**src/hafe_pkg.sv**
```systemverilog
// Shared types, constants and helper functions of the hex-ASCII frame encoder.
`timescale 1ns / 1ps

package hafe_pkg;

    // Reflected CRC-32 polynomial
    localparam logic [31:0] CRC_POLY = 32'hEDB8_8320;

    // Register reset values
    localparam logic [7:0] START_CHAR_RST = 8'h3C;
    localparam logic [7:0] END_CHAR_RST   = 8'h0A;

    // Register map
    localparam int          NUM_REGS  = 2;
    localparam int          ADDR_W    = 3;
    localparam logic [0:0]  REG_START = 1'b0;
    localparam logic [0:0]  REG_END   = 1'b1;

    // Command queue between front and back (depth must be a power of two)
    localparam int FIFO_DEPTH = 4;
    localparam int FIFO_AW    = $clog2(FIFO_DEPTH);
    localparam int COUNT_W    = FIFO_AW + 1;

    // One queued byte command
    typedef struct packed {
        logic [7:0]  data;
        logic        opening;
        logic        closing;
        logic [31:0] crc;
    } hafe_cmd_t;

    // Advance the reflected CRC by one byte
    function automatic logic [31:0] crc_byte(input logic [31:0] crc_in, input logic [7:0] b);
        logic [31:0] c;
        c = crc_in ^ {24'h0, b};
        for (int k = 0; k < 8; k++) begin
            c = c[0] ? ((c >> 1) ^ CRC_POLY) : (c >> 1);
        end
        return c;
    endfunction

    // Upper-case ASCII hex digit of a nibble
    function automatic logic [7:0] hex_digit(input logic [3:0] nib);
        logic [7:0] ch;
        if (nib < 4'd10) begin
            ch = 8'h30 + {4'h0, nib};
        end else begin
            ch = 8'h37 + {4'h0, nib};
        end
        return ch;
    endfunction

endpackage

```
**src/hex_ascii_frame_encoder_crc32_unit.sv**
```systemverilog
// Top level of the hex-ASCII frame encoder with CRC-32.
//
//   port group   dir   fields                          meaning
//   s_*          in    payload_byte[7:0], last_byte    one payload byte per beat
//   m_*          out   out_char[7:0], frame_end        one ASCII character per beat
//   APB          in    start_char @0x0, end_char @0x4  framing characters
//
// The output side moves one character per cycle while m_ready is high; a middle byte
// yields 2 characters, the opening byte 3 and the closing byte 11. A 4-entry command
// queue sits between the CRC front end and the character sequencer, so input beats
// are taken while earlier bytes still drain.
// Reset (aresetn low, synchronous) empties the queue, clears the CRC and the
// framing state and restores the characters; m_ready low stalls the back end,
// and the front end stalls (s_ready low) once the queue is full.
`timescale 1ns / 1ps

module hex_ascii_frame_encoder_crc32_unit
    import hafe_pkg::*;
(
    input  logic              aclk,
    input  logic              aresetn,
    // payload input
    input  logic              s_valid,
    output logic              s_ready,
    input  logic [7:0]        s_payload_byte,
    input  logic              s_last_byte,
    // character output
    output logic              m_valid,
    input  logic              m_ready,
    output logic [7:0]        m_out_char,
    output logic              m_frame_end,
    // register port
    input  logic              psel,
    input  logic              penable,
    input  logic              pwrite,
    input  logic [ADDR_W-1:0] paddr,
    input  logic [31:0]       pwdata,
    output logic [31:0]       prdata,
    output logic              pready
);

    logic [7:0] start_char_reg, start_char_next;
    logic [7:0] end_char_reg, end_char_next;
    logic       reg_wr;
    logic [0:0] reg_idx;

    logic       q_full;
    logic       q_push;
    logic       q_pop;
    logic       q_not_empty;
    hafe_cmd_t  q_wdata;
    hafe_cmd_t  q_rdata;

    // Register port
    assign pready  = 1'b1;
    assign reg_wr  = psel && penable && pwrite;
    assign reg_idx = paddr[2];

    always_comb begin
        start_char_next = start_char_reg;
        end_char_next   = end_char_reg;
        if (reg_wr) begin
            unique case (reg_idx)
                REG_START: start_char_next = pwdata[7:0];
                REG_END:   end_char_next   = pwdata[7:0];
                default:   ;
            endcase
        end
    end

    always_comb begin
        unique case (reg_idx)
            REG_START: prdata = {24'h0, start_char_reg};
            REG_END:   prdata = {24'h0, end_char_reg};
            default:   prdata = 32'h0;
        endcase
    end

    always_ff @(posedge aclk) begin
        if (!aresetn) begin
            start_char_reg <= START_CHAR_RST;
            end_char_reg   <= END_CHAR_RST;
        end else begin
            start_char_reg <= start_char_next;
            end_char_reg   <= end_char_next;
        end
    end

    // Front end: framing and CRC
    hafe_front u_front (
        .aclk           (aclk),
        .aresetn        (aresetn),
        .s_valid        (s_valid),
        .s_ready        (s_ready),
        .s_payload_byte (s_payload_byte),
        .s_last_byte    (s_last_byte),
        .q_full         (q_full),
        .q_push         (q_push),
        .q_data         (q_wdata)
    );

    // Command queue
    hafe_queue u_queue (
        .aclk      (aclk),
        .aresetn   (aresetn),
        .push      (q_push),
        .push_data (q_wdata),
        .full      (q_full),
        .pop       (q_pop),
        .not_empty (q_not_empty),
        .pop_data  (q_rdata)
    );

    // Back end: character sequencer
    hafe_back u_back (
        .aclk        (aclk),
        .aresetn     (aresetn),
        .q_not_empty (q_not_empty),
        .q_data      (q_rdata),
        .q_pop       (q_pop),
        .start_char  (start_char_reg),
        .end_char    (end_char_reg),
        .m_valid     (m_valid),
        .m_ready     (m_ready),
        .m_out_char  (m_out_char),
        .m_frame_end (m_frame_end)
    );

endmodule

```
**src/hafe_front.sv**
```systemverilog
// Front end: accepts payload beats, tracks framing and runs the CRC.
`timescale 1ns / 1ps

module hafe_front
    import hafe_pkg::*;
(
    input  logic       aclk,
    input  logic       aresetn,
    input  logic       s_valid,
    output logic       s_ready,
    input  logic [7:0] s_payload_byte,
    input  logic       s_last_byte,
    input  logic       q_full,
    output logic       q_push,
    output hafe_cmd_t  q_data
);

    logic [31:0] crc_reg, crc_next;
    logic        inside_reg, inside_next;
    logic        opening;
    logic        closing;
    logic [31:0] crc_new;

    // Take a beat whenever the queue has room
    assign s_ready = !q_full;
    assign q_push  = s_valid && !q_full;

    // Classify the beat and advance the CRC
    assign opening = !inside_reg;
    assign closing = s_last_byte && !opening;
    assign crc_new = crc_byte(opening ? 32'h0 : crc_reg, s_payload_byte);

    assign q_data = '{data: s_payload_byte, opening: opening, closing: closing, crc: crc_new};

    // On a pushed beat, drop the CRC and leave the frame if it closes; else keep the new CRC and stay inside
    always_comb begin
        crc_next    = crc_reg;
        inside_next = inside_reg;
        if (q_push) begin
            if (closing) begin
                crc_next    = 32'h0;
                inside_next = 1'b0;
            end else begin
                crc_next    = crc_new;
                inside_next = 1'b1;
            end
        end
    end

    always_ff @(posedge aclk) begin
        if (!aresetn) begin
            crc_reg    <= 32'h0;
            inside_reg <= 1'b0;
        end else begin
            crc_reg    <= crc_next;
            inside_reg <= inside_next;
        end
    end

endmodule

```
**src/hafe_queue.sv**
```systemverilog
// Small command queue between the front and back ends.
`timescale 1ns / 1ps

module hafe_queue
    import hafe_pkg::*;
(
    input  logic      aclk,
    input  logic      aresetn,
    input  logic      push,
    input  hafe_cmd_t push_data,
    output logic      full,
    input  logic      pop,
    output logic      not_empty,
    output hafe_cmd_t pop_data
);

    hafe_cmd_t              entry_reg [FIFO_DEPTH];
    logic [FIFO_AW-1:0]     wr_ptr_reg, wr_ptr_next;
    logic [FIFO_AW-1:0]     rd_ptr_reg, rd_ptr_next;
    logic [COUNT_W-1:0]     count_reg, count_next;

    assign full      = (count_reg == COUNT_W'(FIFO_DEPTH));
    assign not_empty = (count_reg != '0);
    assign pop_data  = entry_reg[rd_ptr_reg];

    // Advance pointers and occupancy
    always_comb begin
        wr_ptr_next = push ? wr_ptr_reg + 1'b1 : wr_ptr_reg;
        rd_ptr_next = pop  ? rd_ptr_reg + 1'b1 : rd_ptr_reg;
        count_next  = count_reg;
        if (push && !pop) begin
            count_next = count_reg + 1'b1;
        end else if (pop && !push) begin
            count_next = count_reg - 1'b1;
        end
    end

    always_ff @(posedge aclk) begin
        if (!aresetn) begin
            wr_ptr_reg <= '0;
            rd_ptr_reg <= '0;
            count_reg  <= '0;
        end else begin
            wr_ptr_reg <= wr_ptr_next;
            rd_ptr_reg <= rd_ptr_next;
            count_reg  <= count_next;
        end
    end

    // Store the pushed command
    always_ff @(posedge aclk) begin
        if (push) begin
            entry_reg[wr_ptr_reg] <= push_data;
        end
    end

endmodule

```
**src/hafe_back.sv**
```systemverilog
// Back end: expands queued commands into ASCII characters, one per cycle while m_ready is high.
`timescale 1ns / 1ps

module hafe_back
    import hafe_pkg::*;
(
    input  logic       aclk,
    input  logic       aresetn,
    input  logic       q_not_empty,
    input  hafe_cmd_t  q_data,
    output logic       q_pop,
    input  logic [7:0] start_char,
    input  logic [7:0] end_char,
    output logic       m_valid,
    input  logic       m_ready,
    output logic [7:0] m_out_char,
    output logic       m_frame_end
);

    // Character positions within one command
    localparam logic [3:0] POS_START = 4'd0;
    localparam logic [3:0] POS_HI    = 4'd1;
    localparam logic [3:0] POS_LO    = 4'd2;
    localparam logic [3:0] POS_CRC0  = 4'd3;
    localparam logic [3:0] POS_END   = 4'd11;

    hafe_cmd_t  cmd_reg, cmd_next;
    logic       busy_reg, busy_next;
    logic [3:0] pos_reg, pos_next;
    logic       m_valid_reg, m_valid_next;
    logic [7:0] m_char_reg, m_char_next;
    logic       m_end_reg, m_end_next;

    logic       out_load;
    logic       pos_last;
    logic [3:0] crc_idx;
    logic [7:0] crc_sel;
    logic [7:0] ch;

    assign m_valid     = m_valid_reg;
    assign m_out_char  = m_char_reg;
    assign m_frame_end = m_end_reg;

    // Emit when the output register is free or being drained
    assign out_load = busy_reg && (!m_valid_reg || m_ready);
    assign pos_last = (pos_reg == POS_END) || ((pos_reg == POS_LO) && !cmd_reg.closing);
    assign q_pop    = q_not_empty && (!busy_reg || (out_load && pos_last));

    // Pick the CRC byte, low byte first
    assign crc_idx = pos_reg - POS_CRC0;
    always_comb begin
        unique case (crc_idx[2:1])
            2'd0:    crc_sel = cmd_reg.crc[7:0];
            2'd1:    crc_sel = cmd_reg.crc[15:8];
            2'd2:    crc_sel = cmd_reg.crc[23:16];
            default: crc_sel = cmd_reg.crc[31:24];
        endcase
    end

    // Select the character for the current position
    always_comb begin
        if (pos_reg == POS_START) begin
            ch = start_char;
        end else if (pos_reg == POS_HI) begin
            ch = hex_digit(cmd_reg.data[7:4]);
        end else if (pos_reg == POS_LO) begin
            ch = hex_digit(cmd_reg.data[3:0]);
        end else if (pos_reg == POS_END) begin
            ch = end_char;
        end else begin
            ch = hex_digit(crc_idx[0] ? crc_sel[3:0] : crc_sel[7:4]);
        end
    end

    // Sequence the command and load the output register
    always_comb begin
        cmd_next     = cmd_reg;
        busy_next    = busy_reg;
        pos_next     = pos_reg;
        m_valid_next = m_valid_reg;
        m_char_next  = m_char_reg;
        m_end_next   = m_end_reg;

        if (out_load) begin
            m_valid_next = 1'b1;
            m_char_next  = ch;
            m_end_next   = (pos_reg == POS_END);
        end else if (m_ready) begin
            m_valid_next = 1'b0;
        end

        if (q_pop) begin
            cmd_next  = q_data;
            busy_next = 1'b1;
            pos_next  = q_data.opening ? POS_START : POS_HI;
        end else if (out_load) begin
            if (pos_last) begin
                busy_next = 1'b0;
            end else if (pos_reg == POS_LO) begin
                pos_next = POS_CRC0;
            end else begin
                pos_next = pos_reg + 1'b1;
            end
        end
    end

    always_ff @(posedge aclk) begin
        if (!aresetn) begin
            busy_reg    <= 1'b0;
            pos_reg     <= POS_START;
            m_valid_reg <= 1'b0;
        end else begin
            busy_reg    <= busy_next;
            pos_reg     <= pos_next;
            m_valid_reg <= m_valid_next;
        end
    end

    // Payload registers
    always_ff @(posedge aclk) begin
        cmd_reg    <= cmd_next;
        m_char_reg <= m_char_next;
        m_end_reg  <= m_end_next;
    end

endmodule

```
**config.mk**
```make
export PLATFORM = sky130hd
export DESIGN_NAME = hex_ascii_frame_encoder_crc32_unit
export DESIGN_NICKNAME = d
export VERILOG_FILES = /design/src/hafe_pkg.sv /design/src/hex_ascii_frame_encoder_crc32_unit.sv /design/src/hafe_front.sv /design/src/hafe_queue.sv /design/src/hafe_back.sv
export SDC_FILE = /design/constraint.sdc
export NUM_CORES = 1
export LEC_CHECK = 0
export ABC_AREA = 1
export BUFFER_PORTS_ARGS = -buffer_cell sky130_fd_sc_hd__buf_2
export CAP_MARGIN = 20
export CORE_UTILIZATION = 55
export DETAILED_ROUTE_END_ITERATION = 7
export PLACE_DENSITY = 0.74
export SYNTH_ARGS = -nofsm -noshare
export SYNTH_HDL_FRONTEND = slang
export SYNTH_HIERARCHICAL = 1
export SYNTH_SLANG_ARGS = --single-unit
```
**constraint.sdc**
```tcl
create_clock -name aclk -period 7.89 [get_ports aclk]
set_clock_uncertainty 0.05 [all_clocks]
set_input_delay 1.578 -clock aclk [delete_from_list [all_inputs] [get_ports aclk]]
set_output_delay 1.578 -clock aclk [all_outputs]
set_load 0.01 [all_outputs]
```
* After elaboration in Yosys (flattened, before gate mapping)
Memory sizes are Yosys's and may differ from the RTL's. A register that Yosys moved wholly into a read port is not among the register bits. Cells that the tools add are included.
Storage, ports and cells: register bits 112, bits in latches 0, RAM bits 168, bits in read-only memories 0, output and inout bits 44, logic and storage cells 116, memories kept 1
Cells by class: add/sub/neg operators 12, $mul 0, divide/modulo/power cells 0, order comparisons 3, equal/unequal tests 7, shift operators 0, mux-type cells 37, bitwise operators 10, reductions and logical operators 31
Memories:
- u_queue.entry_reg | depth 4, bits a word 42, rd ports 1, clocked after Yosys merged registers in 1, write ports 1, line hafe_queue.sv:17 | hafe_cmd_t entry_reg [FIFO_DEPTH];
Operators with widths (count):
- 2-to-1 mux 32 bit | 10
- inverter 13 -> 14 bit | 8
- one-hot mux 32 bit (2 select lines) | 1
- 2-to-1 mux 8 bit | 7
- adder 6 x 4 -> 7 bit (first input constant) | 6
- XOR 32 x 8 -> 32 bit | 1
- one-hot mux 8 bit (3 select lines) | 1
- 2-to-1 mux 4 bit | 5
- less-than comparator 4 bit (second input constant) | 3
- logical AND 1 bit | 10
- 2-to-1 mux 1 bit | 9
- AND reduction 2 bit | 4
- nonzero test 2 bit | 4
- logical NOT 1 bit | 7
- 2-to-1 mux 3 bit | 2
- adder 2 x 1 -> 2 bit (second input constant) | 2
- adder 4 x 1 -> 4 bit (second input constant) | 1
- equality test 4 x 1 -> 1 bit (second input constant) | 1
- equality test 4 x 2 -> 1 bit (second input constant) | 1
- equality test 4 bit (second input constant) | 1
- logical NOT 4 bit | 1
- 2-to-1 mux 2 bit | 2
- adder 3 x 1 -> 3 bit (second input constant) | 1
- equality test 3 bit (second input constant) | 1
- other kinds (9) | 11

* Depth between registers and ports, before layout
depth after elaboration 19, depth in mapped cells 21

* By module
The synthesis kept the hierarchy.
Modules (own cells, without submodules):
- hafe_queue | times used 1, cells each 465, area an instance 6661.4 µm², seq. area each 5225.0 µm²
- hafe_back | times used 1, cells each 286, area an instance 2801.4 µm², seq. area each 1621.6 µm²
- hafe_front | times used 1, cells each 420, area an instance 2658.8 µm², seq. area each 660.6 µm²
- hex_ascii_frame_encoder_crc32_unit | times used 1, cells each 147, area an instance 996.0 µm², seq. area each 320.3 µm²

* Worst setup path after synthesis
OpenSTA, ideal clock, no wires.
path kind input to register, from in m_ready, to reg u_queue.count_reg[1], setup time 113 ps, arrival 4658 ps, required time 7727 ps, path slack 3068 ps, stages 10, cells stage by stage inv_1 > nand2_1 > a21oi_1 > nor2_1 > inv_1 > ha_1 > inv_1 > fa_1 > o21ai_1 > nor2_1
Between the ends: cells in the longest elaborated chain, start to end 8
RTL lines:
- start, declared | line hex_ascii_frame_encoder_crc32_unit.sv:29 | input logic m_ready,
- logical OR 1 bit | line hafe_back.sv:45 | assign out_load = busy_reg && (!m_valid_reg || m_ready);
- logical AND 1 bit | line hafe_back.sv:45
- logical AND 1 bit | line hafe_back.sv:47 | assign q_pop = q_not_empty && (!busy_reg || (out_load && pos_last));
- logical OR 1 bit | line hafe_back.sv:47
- logical AND 1 bit | line hafe_back.sv:47
- via q_pop | line hex_ascii_frame_encoder_crc32_unit.sv:49 | logic q_pop;
- logical NOT 1 bit | line hafe_queue.sv:31 | if (push && !pop) begin
- logical AND 1 bit | line hafe_queue.sv:31
- 2-to-1 mux 3 bit | line hafe_queue.sv:31
- via u_queue.count_next[1] | line hafe_queue.sv:20 | logic [COUNT_W-1:0] count_reg, count_next;
- end signal, assigned | line hafe_queue.sv:46 | count_reg <= count_next;
- end, declared | line hafe_queue.sv:20
The timed path passes the listed nets, and every way through them passes these cells. A chain may end at the register's enable or synchronous reset.

* Final worst setup path
from in paddr[2], to out prdata[0]
Between the ends: cells in the longest elaborated chain, start to end 2
RTL lines:
- start, declared | line hex_ascii_frame_encoder_crc32_unit.sv:36 | input logic [ADDR_W-1:0] paddr,
- inverter 1 bit (no line)
- one-hot mux 32 bit (2 select lines) (*) | line hex_ascii_frame_encoder_crc32_unit.sv:72 | unique case (reg_idx)
- end, declared | line hex_ascii_frame_encoder_crc32_unit.sv:38 | output logic [31:0] prdata,
Mark *: on every way between the ends. The rest lies on a longest branch, timed or not. The select of a mux whose other input is x is not followed.

==> flow_metrics.py <==
metrics = {
    "run_status": {
        "status": "complete, no violations",
    },
    "placement": {
        "placed_cell_area_sq_mm": 0.0134,
        "hpwl_um": 17000,
        "pre_cts_slack_ns": 3.94,
        "numPortBuffers": 43,
        "gp_congestion": 0.865,
        "dpl.cell_count": 1632,
    },
    "sta": {
        "setup_viol": 0,
        "layout_setup_ws_ns": 3.93,
        "period_share": 0.502,
        "fin_crit_ns": 3.96,
        "fin_setup_tns_ns": 0,
        "relSlewSlack": 0.407,
        "slew_viol_final": 0,
        "hold_viol": 0,
        "rsz0062_at_grt": "false",
        "worst_pin_slew_ns": 0.889,
        "fmax_ghz": 0.252,
    },
    "floorplanning": {
        "fp-row-count": 56,
        "ioPinCount": 95,
        "die_area_sq_mm": 0.0245,
        "fp.dieH_um": 156,
        "core-area_sq_mm": 0.0234,
        "fp.dieW_um": 156,
        "initial_core_util": 0.561,
    },
    "clocking": {
        "cts_tree": "done",
        "cts_sinks": 282,
        "htree_levels": 1,
        "cts_buffers": 29,
        "cts_setup_buffers": 0,
        "clock_latency_ns": 0.54,
        "clockBufferDepth": 3,
        "cts.clk_slew.worst_paths_ns": 0.06,
        "cts-hold-fix-buffers": 0,
        "cts_root_buffer": "clkbuf_16",
        "post_cts_resized": 0,
    },
    "drt": {
        "ant_nets": 0,
        "wl_per_cell_um": 16.3,
        "vias": 9130,
        "drt-initial-drc-count": 589,
        "drc": 0,
        "vias_per_cell": 5.42,
        "dr.pass1.iters": 4,
        "routed_wl_um": 27400,
    },
    "job": {
        "cap_violations": 0,
    },
    "power_and_ir_drop": {
        "p_leak_nw": 5.60,
        "powerDensity_mw_per_mm2": 360,
        "peakVddDrop_v": 0.000283,
    },
    "logic_synthesis": {
        "yosysUniqueCellTypes": 51,
        "syn_area_sq_mm": 0.0131,
        "syn-instance-count": 1318,
        "async_flop_share": 0,
        "yosysTopAreaCell": "edfxtp_1",
        "ys_ff_latch": 282,
        "avgSynthCellArea_sq_um": 9.95,
        "synth_top_area_share": 0.499,
        "yosysSeqAreaShare": 0.597,
        "ys_warn_count": 6,
        "synth_edf_count": 218,
        "synth_top_flop_cell": "edfxtp_1",
        "synth_area_leaders": "edfxtp_1 50%, dfxtp_1 9.8%, nand2_1 8.1%, nor2_1 4.3%, o21ai_0 2.8%",
    },
    "layout": {
        "layout-drive-gt1-share": 0.135,
        "fin_util": 0.610,
        "final_cells": 1686,
        "fin_area_sq_mm": 0.0143,
        "fin_nets": 1408,
        "largest_reg_flops": 168,
        "areaGrowthSynthToFinish_pct": 8.81,
    },
    "worst_setup_path": {
        "crit_chain": "buf_2 > inv_4 > nand2_1 > nand2_1 > buf_2",
        "max_stage_delay_ns": 0.31,
        "cp-startpoint": "paddr[2]",
        "cp.depth": 5,
        "critPathKind": "in -> out",
        "reg2reg_depth": 17,
        "arrival_ns": 2.33,
        "cp-end-kind": "output port",
        "critPathTopFamily": "buffers and inverters",
        "cp_slowest_cell": "buf_2",
        "worst_setup_path_start_kind": "input pin",
        "critPathRequiredTime_ns": 6.26,
        "reg2reg_to": "u_queue/count_reg[2]",
        "cp_num_buf_inv": 3,
        "rrSetupSlack_ns": 4.44,
        "r2r-start": "u_back/pos_reg[0]",
        "endpoint": "prdata[0]",
        "crit_fanout": 17,
    },
    "global_routing": {
        "grt_overflow": 0,
        "grt_max_degree": 86,
        "track_usage": 0.227,
        "grt_pass1_vias": 8279,
        "grt_pass1_wl_um": 42900,
        "antenna_found_initial": 2,
    },
    "min_path": {
        "hp-class": "reg -> reg",
    },
}
[per-layer routing]
metal	wire [um]	vias to the layer above	GRT usage
li1	-	4453	-
met1	12100	4348	0.306
met2	13200	282	0.387
met3	1580	45	0.0327
met4	497	2	0.0579
met5	9	-	0
[cells in the final DEF, fill, tap and decap left out, types with 7 or more instances in the layout]
cell,n
a21oi_1,54
and2_1,8
buf_2,43
buf_4,13
clkbuf_1,9
clkbuf_16,29
clkinv_1,8
clkinv_2,7
conb_1,25
dfxtp_1,63
edfxtp_1,218
ha_1,12
inv_1,86
inv_2,11
nand2_1,283
nand2_2,28
nand2_4,11
nand3_1,60
nand3_2,14
nand4_1,13
nor2_1,147
o21ai_0,74
o21ai_1,33
o22ai_1,43
xnor2_1,12
xor2_1,17
[Yosys cell counts (8+ instances only)]
master      n
nand2_4    11
ha_1       12
inv_1      90
a21oi_1    54
nand2_2    28
nand3_1    60
o21ai_0    74
clkbuf_1   17
nand3_2    14
edfxtp_1  218
inv_2      11
buf_6      13
o22ai_1    43
buf_4      38
o21ai_1    33
buf_2      14
nor2_1    149
nand2_1   283
xnor2_1    12
xor2_1     17
dfxtp_1    64
and2_1      8
nand4_1    13
[area by class of cell]
type,instances,area (sq um)
antenna,1,2.50
clock buffer,39,773
tap,319,399
clock inverter,14,145
sequential,282,7830
fill,1927,9130
multi-input combinational,870,4390
inverter,104,398
timing repair buffer,57,333
[through the flow]
step | power (mW) | hold WS (ns)
after global routing | 5.43 | 0.432
after CTS | 5.15 | 0.404
after floorplan | 3.42 | 0.368
after detailed placement | 3.84 | 0.396
final | 5.14 | 0.399
after global placement | 3.78 | 0.385
[worst min path at each step]
stage / start / depth (start not counted) / to / slack [ns]
6_report: u_queue/rd_ptr_reg[1] / 1 / u_queue/rd_ptr_reg[1] / 0.40
5_1_grt: u_front/crc_reg[25] / 2 / u_front/crc_reg[25] / 0.43
4_1_cts: u_queue/rd_ptr_reg[1] / 1 / u_queue/rd_ptr_reg[1] / 0.40
3_5_place_dp: u_queue/rd_ptr_reg[1] / 1 / u_queue/rd_ptr_reg[1] / 0.40
3_3_place_gp: u_queue/rd_ptr_reg[1] / 1 / u_queue/rd_ptr_reg[1] / 0.39
2_1_floorplan: u_queue/rd_ptr_reg[1] / 1 / flip-flop / 0.37
[kinds of logic after synthesis]
logic type,share of synthesized area
and+or+nand+nor,0.197
xor gates and xnor gates,0.0231
AOI/OAI and AO/OA,0.0940
other,0.000573
DFF,0.597
buffers and inverters,0.0756
adders and majority gates,0.0130
[report_power, final]
part           internal [mW]  switching (mW)  leakage (nW)  total [mW]
clock network          0.782           0.531         0.454        1.31
logic                  0.506            1.19          2.60        1.69
registers               2.03           0.102          2.54        2.13
Power figures use the tool's default switching activity.
